--- src/affsa_pkg.sv ---
`timescale 1ns / 1ps
package affsa_pkg;

  localparam int ADDR_BITS         = 16;
  localparam int FREE_ENTRIES_DEF  = 16;
  localparam logic [ADDR_BITS-1:0] CAPACITY_RESET = '1;

  localparam logic [1:0] REQ_ALLOC = 2'd0;
  localparam logic [1:0] REQ_FREE  = 2'd1;
  localparam logic [1:0] REQ_HIGH  = 2'd2;
  localparam logic [1:0] REQ_RESET = 2'd3;

  localparam logic [2:0] ST_OK         = 3'd0;
  localparam logic [2:0] ST_BAD_SIZE   = 3'd1;
  localparam logic [2:0] ST_BAD_ALIGN  = 3'd2;
  localparam logic [2:0] ST_BOGUS_FREE = 3'd3;
  localparam logic [2:0] ST_NO_SPACE   = 3'd4;
  localparam logic [2:0] ST_TABLE_FULL = 3'd5;

  typedef struct packed {
    logic [1:0]           req_type;
    logic [ADDR_BITS-1:0] block_size;
    logic [ADDR_BITS-1:0] align;
    logic [ADDR_BITS-1:0] location;
  } req_t;

  typedef struct packed {
    logic [ADDR_BITS-1:0] offset;
    logic [2:0]           status;
    logic [ADDR_BITS-1:0] segment_top;
  } rsp_t;

  typedef struct packed {
    logic [ADDR_BITS-1:0] start;
    logic [ADDR_BITS-1:0] length;
  } ent_t;

endpackage

--- src/affsa_rem.sv ---
`timescale 1ns / 1ps
// Restoring remainder unit, one quotient bit per cycle.
module affsa_rem (
  input  logic                            clk,
  input  logic                            rst,
  input  logic                            start,
  input  logic [affsa_pkg::ADDR_BITS-1:0] dividend,
  input  logic [affsa_pkg::ADDR_BITS-1:0] divisor,
  output logic                            done,
  output logic [affsa_pkg::ADDR_BITS-1:0] rem
);
  import affsa_pkg::*;

  localparam int CW = $clog2(ADDR_BITS);

  logic           busy;
  logic [CW-1:0]  cnt;
  logic [ADDR_BITS-1:0] dvd;
  logic [ADDR_BITS-1:0] dsr;
  logic [ADDR_BITS:0]   trial;
  logic [ADDR_BITS-1:0] rem_next;

  assign trial    = {rem, dvd[ADDR_BITS-1]};
  assign rem_next = (trial >= {1'b0, dsr}) ? ADDR_BITS'(trial - {1'b0, dsr})
                                          : trial[ADDR_BITS-1:0];

  always_ff @(posedge clk) begin
    if (rst) begin
      busy <= 1'b0;
      done <= 1'b0;
    end else begin
      done <= 1'b0;
      if (start) begin
        busy <= 1'b1;
        cnt  <= '0;
        dvd  <= dividend;
        dsr  <= divisor;
        rem  <= '0;
      end else if (busy) begin
        rem <= rem_next;
        dvd <= {dvd[ADDR_BITS-2:0], 1'b0};
        cnt <= cnt + 1'b1;
        if (cnt == CW'(ADDR_BITS - 1)) begin
          busy <= 1'b0;
          done <= 1'b1;
        end
      end
    end
  end

endmodule

--- src/aligned_first_fit_segment_allocator.sv ---
`timescale 1ns / 1ps
// Aligned first-fit segment allocator. One request beat in, one response beat
// out. Requests are taken one at a time; req_stall is high from acceptance until
// the response is loaded into the output register. A reset request or an
// argument error goes straight to the response. A first-fit allocation reads
// each free extent scanned, works out its alignment padding in the shared
// bit-serial remainder unit and then evaluates the fit; table entries are
// moved when an extent is split or removed. A bump of the top mark adds one
// more remainder pass. A free reads each extent scanned and moves entries
// when an extent is inserted or two merge. The free-extent table is a simple
// dual-port memory (one read, one write a cycle); its entries are only read
// below the fill count, so it needs no clearing after reset.
module aligned_first_fit_segment_allocator #(
  parameter int FREE_ENTRIES = affsa_pkg::FREE_ENTRIES_DEF
) (
  input  logic                            clk,
  input  logic                            rst,
  input  logic                            cfg_we,
  input  logic [affsa_pkg::ADDR_BITS-1:0] cfg_data,
  input  logic                            req_valid,
  output logic                            req_stall,
  input  affsa_pkg::req_t                 req,
  output logic                            rsp_valid,
  input  logic                            rsp_stall,
  output affsa_pkg::rsp_t                 rsp
);
  import affsa_pkg::*;

  localparam int IDX_W = (FREE_ENTRIES > 1) ? $clog2(FREE_ENTRIES) : 1;
  localparam int CNT_W = $clog2(FREE_ENTRIES + 1);
  localparam logic [CNT_W-1:0] FULL = CNT_W'(FREE_ENTRIES);

  typedef enum logic [3:0] {
    S_IDLE, S_BUMP_DIV, S_BUMP_WAIT, S_BUMP_EVAL, S_SCAN_RD, S_SCAN_DATA,
    S_FIT_WAIT, S_FIT_EVAL, S_NEXT_RD, S_NEXT_DATA, S_UP_RD, S_UP_WR,
    S_DN_RD, S_DN_WR, S_INS_WR, S_DONE
  } state_t;

  // free-extent table
  ent_t mem [FREE_ENTRIES];
  ent_t rdata;
  logic mem_we;
  logic [IDX_W-1:0] mem_waddr, mem_raddr;
  ent_t mem_wdata;

  always_ff @(posedge clk) begin
    if (mem_we) begin
      mem[mem_waddr] <= mem_wdata;
    end
    rdata <= mem[mem_raddr];
  end

  state_t state, state_next;
  logic [CNT_W-1:0] count, count_next;
  logic [CNT_W-1:0] idx, idx_next;
  logic [CNT_W-1:0] j, j_next;
  logic [CNT_W-1:0] ins_pos, ins_pos_next;
  ent_t ins_word, ins_word_next;
  logic [ADDR_BITS-1:0] top, top_next;
  logic [ADDR_BITS-1:0] cap;
  logic [ADDR_BITS-1:0] e_start, e_start_next;
  logic [ADDR_BITS-1:0] e_len, e_len_next;
  logic [ADDR_BITS-1:0] cur_len, cur_len_next;
  logic [ADDR_BITS:0]   mrg_end, mrg_end_next;
  logic [ADDR_BITS-1:0] res_off, res_off_next;
  logic [2:0]           res_st, res_st_next;
  req_t rq, rq_next;
  logic rsp_valid_next;
  rsp_t rsp_next;

  // shared remainder unit
  logic div_start, div_done;
  logic [ADDR_BITS-1:0] div_dvd, rem_q, pad;

  affsa_rem u_rem (
    .clk      (clk),
    .rst      (rst),
    .start    (div_start),
    .dividend (div_dvd),
    .divisor  (rq.align),
    .done     (div_done),
    .rem      (rem_q)
  );

  assign pad = (rem_q == '0) ? '0 : ADDR_BITS'(rq.align - rem_q);

  logic [ADDR_BITS:0]   need, in_end, s_end;
  logic [ADDR_BITS+1:0] ntop;

  assign need   = {1'b0, rq.block_size} + {1'b0, pad};
  assign ntop   = (ADDR_BITS+2)'(top) + (ADDR_BITS+2)'(pad) + (ADDR_BITS+2)'(rq.block_size);
  assign in_end = {1'b0, rq.location} + {1'b0, rq.block_size};
  assign s_end  = {1'b0, rdata.start} + {1'b0, rdata.length};

  assign req_stall = (state != S_IDLE);

  always_comb begin
    state_next     = state;
    count_next     = count;
    idx_next       = idx;
    j_next         = j;
    ins_pos_next   = ins_pos;
    ins_word_next  = ins_word;
    top_next       = top;
    e_start_next   = e_start;
    e_len_next     = e_len;
    cur_len_next   = cur_len;
    mrg_end_next   = mrg_end;
    res_off_next   = res_off;
    res_st_next    = res_st;
    rq_next        = rq;
    rsp_next       = rsp;
    rsp_valid_next = rsp_valid && rsp_stall;
    mem_we         = 1'b0;
    mem_waddr      = idx[IDX_W-1:0];
    mem_wdata      = ins_word;
    mem_raddr      = idx[IDX_W-1:0];
    div_start      = 1'b0;
    div_dvd        = top;

    case (state)
      S_IDLE: begin
        if (req_valid) begin
          rq_next      = req;
          res_off_next = '0;
          res_st_next  = ST_OK;
          idx_next     = '0;
          state_next   = S_DONE;
          case (req.req_type)
            REQ_ALLOC: begin
              if (req.block_size == '0) res_st_next = ST_BAD_SIZE;
              else if (req.align == '0) res_st_next = ST_BAD_ALIGN;
              else state_next = S_SCAN_RD;
            end
            REQ_FREE: begin
              if (req.block_size == '0) begin
                res_st_next = ST_BAD_SIZE;
              end else if (req.location >= top ||
                           ({1'b0, req.location} + {1'b0, req.block_size}) >
                           {1'b0, top}) begin
                res_st_next = ST_BOGUS_FREE;
              end else begin
                state_next = S_SCAN_RD;
              end
            end
            REQ_HIGH: begin
              if (req.align == '0) res_st_next = ST_BAD_ALIGN;
              else state_next = S_BUMP_DIV;
            end
            default: begin
              count_next = '0;
              top_next   = '0;
            end
          endcase
        end
      end

      S_BUMP_DIV: begin
        div_start  = 1'b1;
        div_dvd    = top;
        state_next = S_BUMP_WAIT;
      end

      S_BUMP_WAIT: begin
        if (div_done) state_next = S_BUMP_EVAL;
      end

      S_BUMP_EVAL: begin
        state_next = S_DONE;
        if (ntop > (ADDR_BITS+2)'(cap)) begin
          res_st_next = ST_NO_SPACE;
        end else if (pad != '0 && count >= FULL) begin
          res_st_next = ST_TABLE_FULL;
        end else begin
          if (pad != '0) begin
            mem_we     = 1'b1;
            mem_waddr  = count[IDX_W-1:0];
            mem_wdata  = '{start: top, length: pad};
            count_next = count + 1'b1;
          end
          top_next     = ntop[ADDR_BITS-1:0];
          res_off_next = ADDR_BITS'(top + pad);
        end
      end

      S_SCAN_RD: begin
        if (idx == count) begin
          if (rq.req_type == REQ_FREE) begin
            if (count >= FULL) begin
              res_st_next = ST_TABLE_FULL;
              state_next  = S_DONE;
            end else begin
              ins_pos_next  = count;
              ins_word_next = '{start: rq.location, length: rq.block_size};
              j_next        = count;
              state_next    = S_UP_RD;
            end
          end else begin
            state_next = S_BUMP_DIV;
          end
        end else begin
          state_next = S_SCAN_DATA;
        end
      end

      S_SCAN_DATA: begin
        e_start_next = rdata.start;
        e_len_next   = rdata.length;
        if (rq.req_type != REQ_FREE) begin
          div_start  = 1'b1;
          div_dvd    = rdata.start;
          state_next = S_FIT_WAIT;
        end else if (in_end < {1'b0, rdata.start}) begin
          if (count >= FULL) begin
            res_st_next = ST_TABLE_FULL;
            state_next  = S_DONE;
          end else begin
            ins_pos_next  = idx;
            ins_word_next = '{start: rq.location, length: rq.block_size};
            j_next        = count;
            state_next    = S_UP_RD;
          end
        end else if (in_end == {1'b0, rdata.start}) begin
          mem_we     = 1'b1;
          mem_wdata  = '{start: rq.location,
                         length: ADDR_BITS'(rdata.length + rq.block_size)};
          state_next = S_DONE;
        end else if ({1'b0, rq.location} < s_end) begin
          res_st_next = ST_BOGUS_FREE;
          state_next  = S_DONE;
        end else if ({1'b0, rq.location} == s_end) begin
          cur_len_next = ADDR_BITS'(rdata.length + rq.block_size);
          mrg_end_next = in_end;
          if (CNT_W'(idx + 1'b1) < count) begin
            state_next = S_NEXT_RD;
          end else begin
            mem_we     = 1'b1;
            mem_wdata  = '{start: rdata.start,
                           length: ADDR_BITS'(rdata.length + rq.block_size)};
            state_next = S_DONE;
          end
        end else begin
          idx_next   = idx + 1'b1;
          state_next = S_SCAN_RD;
        end
      end

      S_FIT_WAIT: begin
        if (div_done) state_next = S_FIT_EVAL;
      end

      S_FIT_EVAL: begin
        res_off_next = ADDR_BITS'(e_start + pad);
        if (need == {1'b0, e_len}) begin
          if (e_len == rq.block_size) begin
            j_next     = idx + 1'b1;
            state_next = S_DN_RD;
          end else begin
            mem_we     = 1'b1;
            mem_wdata  = '{start: e_start, length: ADDR_BITS'(e_len - rq.block_size)};
            state_next = S_DONE;
          end
        end else if (need < {1'b0, e_len}) begin
          if (pad == '0) begin
            mem_we     = 1'b1;
            mem_wdata  = '{start: ADDR_BITS'(e_start + rq.block_size),
                           length: ADDR_BITS'(e_len - rq.block_size)};
            state_next = S_DONE;
          end else if (count >= FULL) begin
            res_off_next = '0;
            res_st_next  = ST_TABLE_FULL;
            state_next   = S_DONE;
          end else begin
            // split: padding stays at idx, the upper part goes in after it
            mem_we        = 1'b1;
            mem_wdata     = '{start: e_start, length: pad};
            ins_pos_next  = idx + 1'b1;
            ins_word_next = '{start: ADDR_BITS'(e_start + pad + rq.block_size),
                              length: ADDR_BITS'(e_len - pad - rq.block_size)};
            j_next        = count;
            state_next    = S_UP_RD;
          end
        end else begin
          res_off_next = '0;
          idx_next     = idx + 1'b1;
          state_next   = S_SCAN_RD;
        end
      end

      S_NEXT_RD: begin
        mem_raddr  = IDX_W'(idx + 1'b1);
        state_next = S_NEXT_DATA;
      end

      S_NEXT_DATA: begin
        mem_we = 1'b1;
        if ({1'b0, rdata.start} == mrg_end) begin
          mem_wdata  = '{start: e_start, length: ADDR_BITS'(cur_len + rdata.length)};
          j_next     = CNT_W'(idx + 2'd2);
          state_next = S_DN_RD;
        end else begin
          mem_wdata  = '{start: e_start, length: cur_len};
          state_next = S_DONE;
        end
      end

      S_UP_RD: begin
        mem_raddr = IDX_W'(j - 1'b1);
        if (j == ins_pos) state_next = S_INS_WR;
        else state_next = S_UP_WR;
      end

      S_UP_WR: begin
        mem_we     = 1'b1;
        mem_waddr  = j[IDX_W-1:0];
        mem_wdata  = rdata;
        j_next     = j - 1'b1;
        state_next = S_UP_RD;
      end

      S_INS_WR: begin
        mem_we     = 1'b1;
        mem_waddr  = ins_pos[IDX_W-1:0];
        mem_wdata  = ins_word;
        count_next = count + 1'b1;
        state_next = S_DONE;
      end

      S_DN_RD: begin
        mem_raddr = j[IDX_W-1:0];
        if (j >= count) begin
          count_next = count - 1'b1;
          state_next = S_DONE;
        end else begin
          state_next = S_DN_WR;
        end
      end

      S_DN_WR: begin
        mem_we     = 1'b1;
        mem_waddr  = IDX_W'(j - 1'b1);
        mem_wdata  = rdata;
        j_next     = j + 1'b1;
        state_next = S_DN_RD;
      end

      S_DONE: begin
        if (!rsp_valid || !rsp_stall) begin
          rsp_valid_next = 1'b1;
          rsp_next       = '{offset: (res_st == ST_OK) ? res_off : '0,
                             status: res_st, segment_top: top};
          state_next     = S_IDLE;
        end
      end

      default: state_next = S_IDLE;
    endcase
  end

  always_ff @(posedge clk) begin
    if (rst) begin
      state     <= S_IDLE;
      count     <= '0;
      top       <= '0;
      cap       <= CAPACITY_RESET;
      rsp_valid <= 1'b0;
    end else begin
      state     <= state_next;
      count     <= count_next;
      top       <= top_next;
      rsp_valid <= rsp_valid_next;
      if (cfg_we) cap <= cfg_data;
    end
    idx      <= idx_next;
    j        <= j_next;
    ins_pos  <= ins_pos_next;
    ins_word <= ins_word_next;
    e_start  <= e_start_next;
    e_len    <= e_len_next;
    cur_len  <= cur_len_next;
    mrg_end  <= mrg_end_next;
    res_off  <= res_off_next;
    res_st   <= res_st_next;
    rq       <= rq_next;
    rsp      <= rsp_next;
  end

endmodule

--- config.mk ---
export PLATFORM = sky130hd
export DESIGN_NAME = aligned_first_fit_segment_allocator
export DESIGN_NICKNAME = d
export VERILOG_FILES = /design/src/affsa_pkg.sv /design/src/affsa_rem.sv /design/src/aligned_first_fit_segment_allocator.sv
export SDC_FILE = /design/constraint.sdc
export NUM_CORES = 2
export LEC_CHECK = 0
export BUFFER_PORTS_ARGS = -buffer_cell sky130_fd_sc_hd__buf_2
export CAP_MARGIN = 20
export CORE_MARGIN = 5
export CORE_UTILIZATION = 50
export DETAILED_ROUTE_END_ITERATION = 10
export PLACE_DENSITY = 0.75
export SETUP_SLACK_MARGIN = 0.15
export SYNTH_ARGS = -nofsm -noshare
export SYNTH_HDL_FRONTEND = slang
export SYNTH_SLANG_ARGS = --single-unit
--- constraint.sdc ---
create_clock -name clk -period 13.15 [get_ports clk]
set_input_delay 1.315 -clock clk [delete_from_list [all_inputs] [get_ports clk]]
set_output_delay 1.315 -clock clk [all_outputs]
set_load 0.02 [all_outputs]
==> flow_summary.ini <==
[place]
dp_hpwl_um = 106000
place_worst_setup_slack_ns = 4.18
numPortBuffers = 107
gp_congestion = 1.01
dpl_cell_area_um2 = 52400

[layout]
drive_above_1_share_pct = 9.32
n_antenna_cell = 0
nets = 5099
multi_input_area_um2 = 23800
fillers = 8327
seqCellArea_um2 = 24900
syn_to_final_growth_pct = 10.9
fin_area_um2 = 55600
fin_util_pct = 55.7

[worst_setup_path]
worst_path_max_delay_cell = nor2_4
cp-end-kind = flip-flop
path_cells = nor4_1, nand4_1, nand2b_1, inv_1, fa_1, ha_1, fa_1, a211o_1, a21oi_1, nor3b_1, nor2_1, o21ai_0, xnor2_1, ha_1, a211oi_1, o21ai_0, a211oi_1, a21o_1, o21a_1, nand3_1, o21ai_1, a22o_1, nand3_1, nor2_4
cp_max_fo = 32
crit_arrival_ns = 9.31
cpPeakStageDelay_ns = 0.90
worstPathRequired_ns = 13.45
worst_setup_path_start_kind = flip-flop
worstSetupPathType = flip-flop to flip-flop

[floorplan]
start_util_pct = 50.2
fp.dieW_um = 327
die_h_um = 327
dieArea_um2 = 107000
ioPinCount = 108
core_um2 = 99900
rows = 116

[power_and_ir_drop]
powerDensity_nw_per_um2 = 291
p_leak_uw = 0.0209
worst_ir_drop_vdd_uv = 262

[sta]
grt_setup_unrepaired = no
setup_tns_ns = 0
period_share_pct = 68.5
slew_violations = 0
maxSlewHeadroom_pct = 20.2
fin_skew_ns = 0.0353
setup_ws_ns = 4.14
period_minus_slack_ns = 9.01
timing.fmax_mhz = 111
whs_ns = 0.457
finalSetupViolCount = 0
hold_violations = 0
worst_pin_slew_ns = 1.19

[clock_network]
cts_tree = built
cts-buffers-inserted = 90
ctsHtreeMaxLevel = 3
clk-insertion-delay-late_ns = 0.69
clkSlewWorstSetupHoldPaths_ns = 0.06
holdBufCountCts = 0
cts.repair.resized = 0
numClockSinks = 856
cts_buffer_depth = 3
cts_setup_buffers = 0
cts_root_buf = clkbuf_16

[global_route]
grt_pass1_wl_um = 224000
grt_max_degree = 88
first_global_vias = 36812
grt_overflow = 0
antenna_found_initial = 1
grt_usage_pct = 27.2

[yosys]
syn_nets = 4989
ys_ff_latch = 856
synth_edf_count = 780
postSynthCellCount = 4510
ys_types = 97
yosysSeqAreaShare_pct = 49.8
syn_area_um2 = 50100
async_reset_ff_share_pct = 0
synth.avg_cell_area_um2 = 11.1
ys.flop_type = edfxtp_1
ys_warn_count = 0

[route]
drc = 0
ant_nets = 0
wl_per_cell_um = 25.1
drtPass1Iterations = 7
via_count = 38280
finalWirelength_um = 151000
first_iter_violations = 4823
avgViaCountPerCell = 6.38

[hold_path]
hold_class = flip-flop to flip-flop

[run]
maxCapViolCount = 0

[outcome]
outcome = completed
==> state kept, by name, summed over array words and instances, names as in the netlist, 3 cells and up <==
register and count:
u_rem.cnt 4, e_start 16, count 5, rdata 32
idx 5, mrg_end 17, e_len 16, mem 512
u_rem.dsr 16, res_off 16, state 4, u_rem.rem 16
rq 50, top 16, j 5, rsp 35
res_st 3, ins_pos 5, u_rem.dvd 16, cur_len 16
cap 16, ins_word 32
==> final timing paths <==
check                           cells past startpoint           end  slack, ns          from
worst max-delay path                               24   mem[13][28]       4.14  u_rem.rem[0]
worst min-delay path                                0  u_rem.dsr[5]       0.46        rq[21]
worst max register to register                     24   mem[13][28]       4.14  u_rem.rem[0]
worst min register to register                      0  u_rem.dsr[5]       0.46        rq[21]
==> power by group <==
group / switching, uW / total, uW / leakage (uW) / internal, uW
registers: 398 / 4090 / 0.00776 / 3690
logic: 6100 / 9520 / 0.0116 / 3420
clock network: 1130 / 2580 / 0.00146 / 1450
total: 7630 / 16200 / 0.0209 / 8560
==> cells in the mapped netlist (14+ instances only) <==
| library cell | count | area (um^2) |
|---|---|---|
| o21ai_0 | 227 | 1140 |
| o31a_1 | 25 | 219 |
| a221oi_1 | 29 | 254 |
| o22ai_1 | 14 | 87.6 |
| o21a_1 | 53 | 398 |
| and3_1 | 25 | 156 |
| dfxtp_1 | 76 | 1520 |
| nand3_1 | 86 | 430 |
| nor2_1 | 263 | 987 |
| nor3_1 | 59 | 295 |
| nor2b_1 | 164 | 1030 |
| clkbuf_1 | 151 | 567 |
| a31oi_1 | 20 | 125 |
| nand2_1 | 237 | 890 |
| fa_1 | 47 | 941 |
| or3_1 | 17 | 106 |
| o31ai_1 | 24 | 180 |
| nand4_1 | 31 | 194 |
| nand2b_1 | 28 | 175 |
| o211ai_1 | 36 | 270 |
| mux2i_1 | 158 | 1580 |
| nor4_1 | 27 | 169 |
| o221ai_1 | 21 | 184 |
| a211oi_1 | 271 | 2030 |
| ha_1 | 361 | 4520 |
| a221o_1 | 17 | 170 |
| o21bai_1 | 29 | 218 |
| xnor2_1 | 143 | 1250 |
| inv_1 | 216 | 811 |
| and2_1 | 41 | 257 |
| o22a_1 | 15 | 131 |
| xor2_1 | 76 | 666 |
| edfxtp_1 | 780 | 23400 |
| a21oi_1 | 419 | 2100 |
| buf_2 | 25 | 125 |
| a21o_1 | 82 | 616 |
==> layer usage <==
layer  GRT usage (%)  share of wire (%)  vias up
li1                -                  -    17380
met1            36.3                 40    18284
met2            42.0                 43     2101
met3            5.93                 11      513
met4            14.3                6.4        2
met5               0              0.015        -
==> critical path, delay by kind of cell, from the launching register on <==
family / cells / cell delay [ns]
compound gates: 10 / 2.72
xor+xnor: 1 / 0.24
fa+ha+maj: 4 / 1.43
buf+inv: 1 / 0.23
flops: 1 / 0.46
simple gates: 8 / 3.47
==> logic make-up after synthesis <==
kind of cell	share of synthesized area [%]
AO/OA/AOI/OAI	18.9
AND/OR/NAND/NOR	10.1
flip-flops	49.8
buffers and inverters	3.21
adder cells (fa/ha/maj)	10.9
XOR/XNOR	3.87
multiplexers	3.21
==> placed cells by master (no fill, tap or decap), drive strengths merged, types with 87 or more instances in the layout <==
cell type / n
inv: 222
nand3: 87
edfxtp: 780
nor2: 265
xnor2: 143
nand2: 237
a21oi: 422
a211oi: 275
o21ai: 236
clkbuf: 120
ha: 361
buf: 209
nor2b: 164
mux2i: 159
==> cell type report <==
cell class              count  area share [%]
flip-flops and latches    856            44.9
repair buffers            212            2.48
inverters                 218            1.47
multi-input cells        3242            42.8
well taps                1298            2.92
clock inverters            53           0.946
clock buffers             117            4.51
==> stage by stage <==
stage	instances	power, uW
6_report	5996	16200
5_1_grt	5996	17100
4_1_cts	5985	15900
3_5_place_dp	5815	13300
3_3_place_gp	5811	13100
2_1_floorplan	4510	10500
Power figures use the tool's default switching activity.
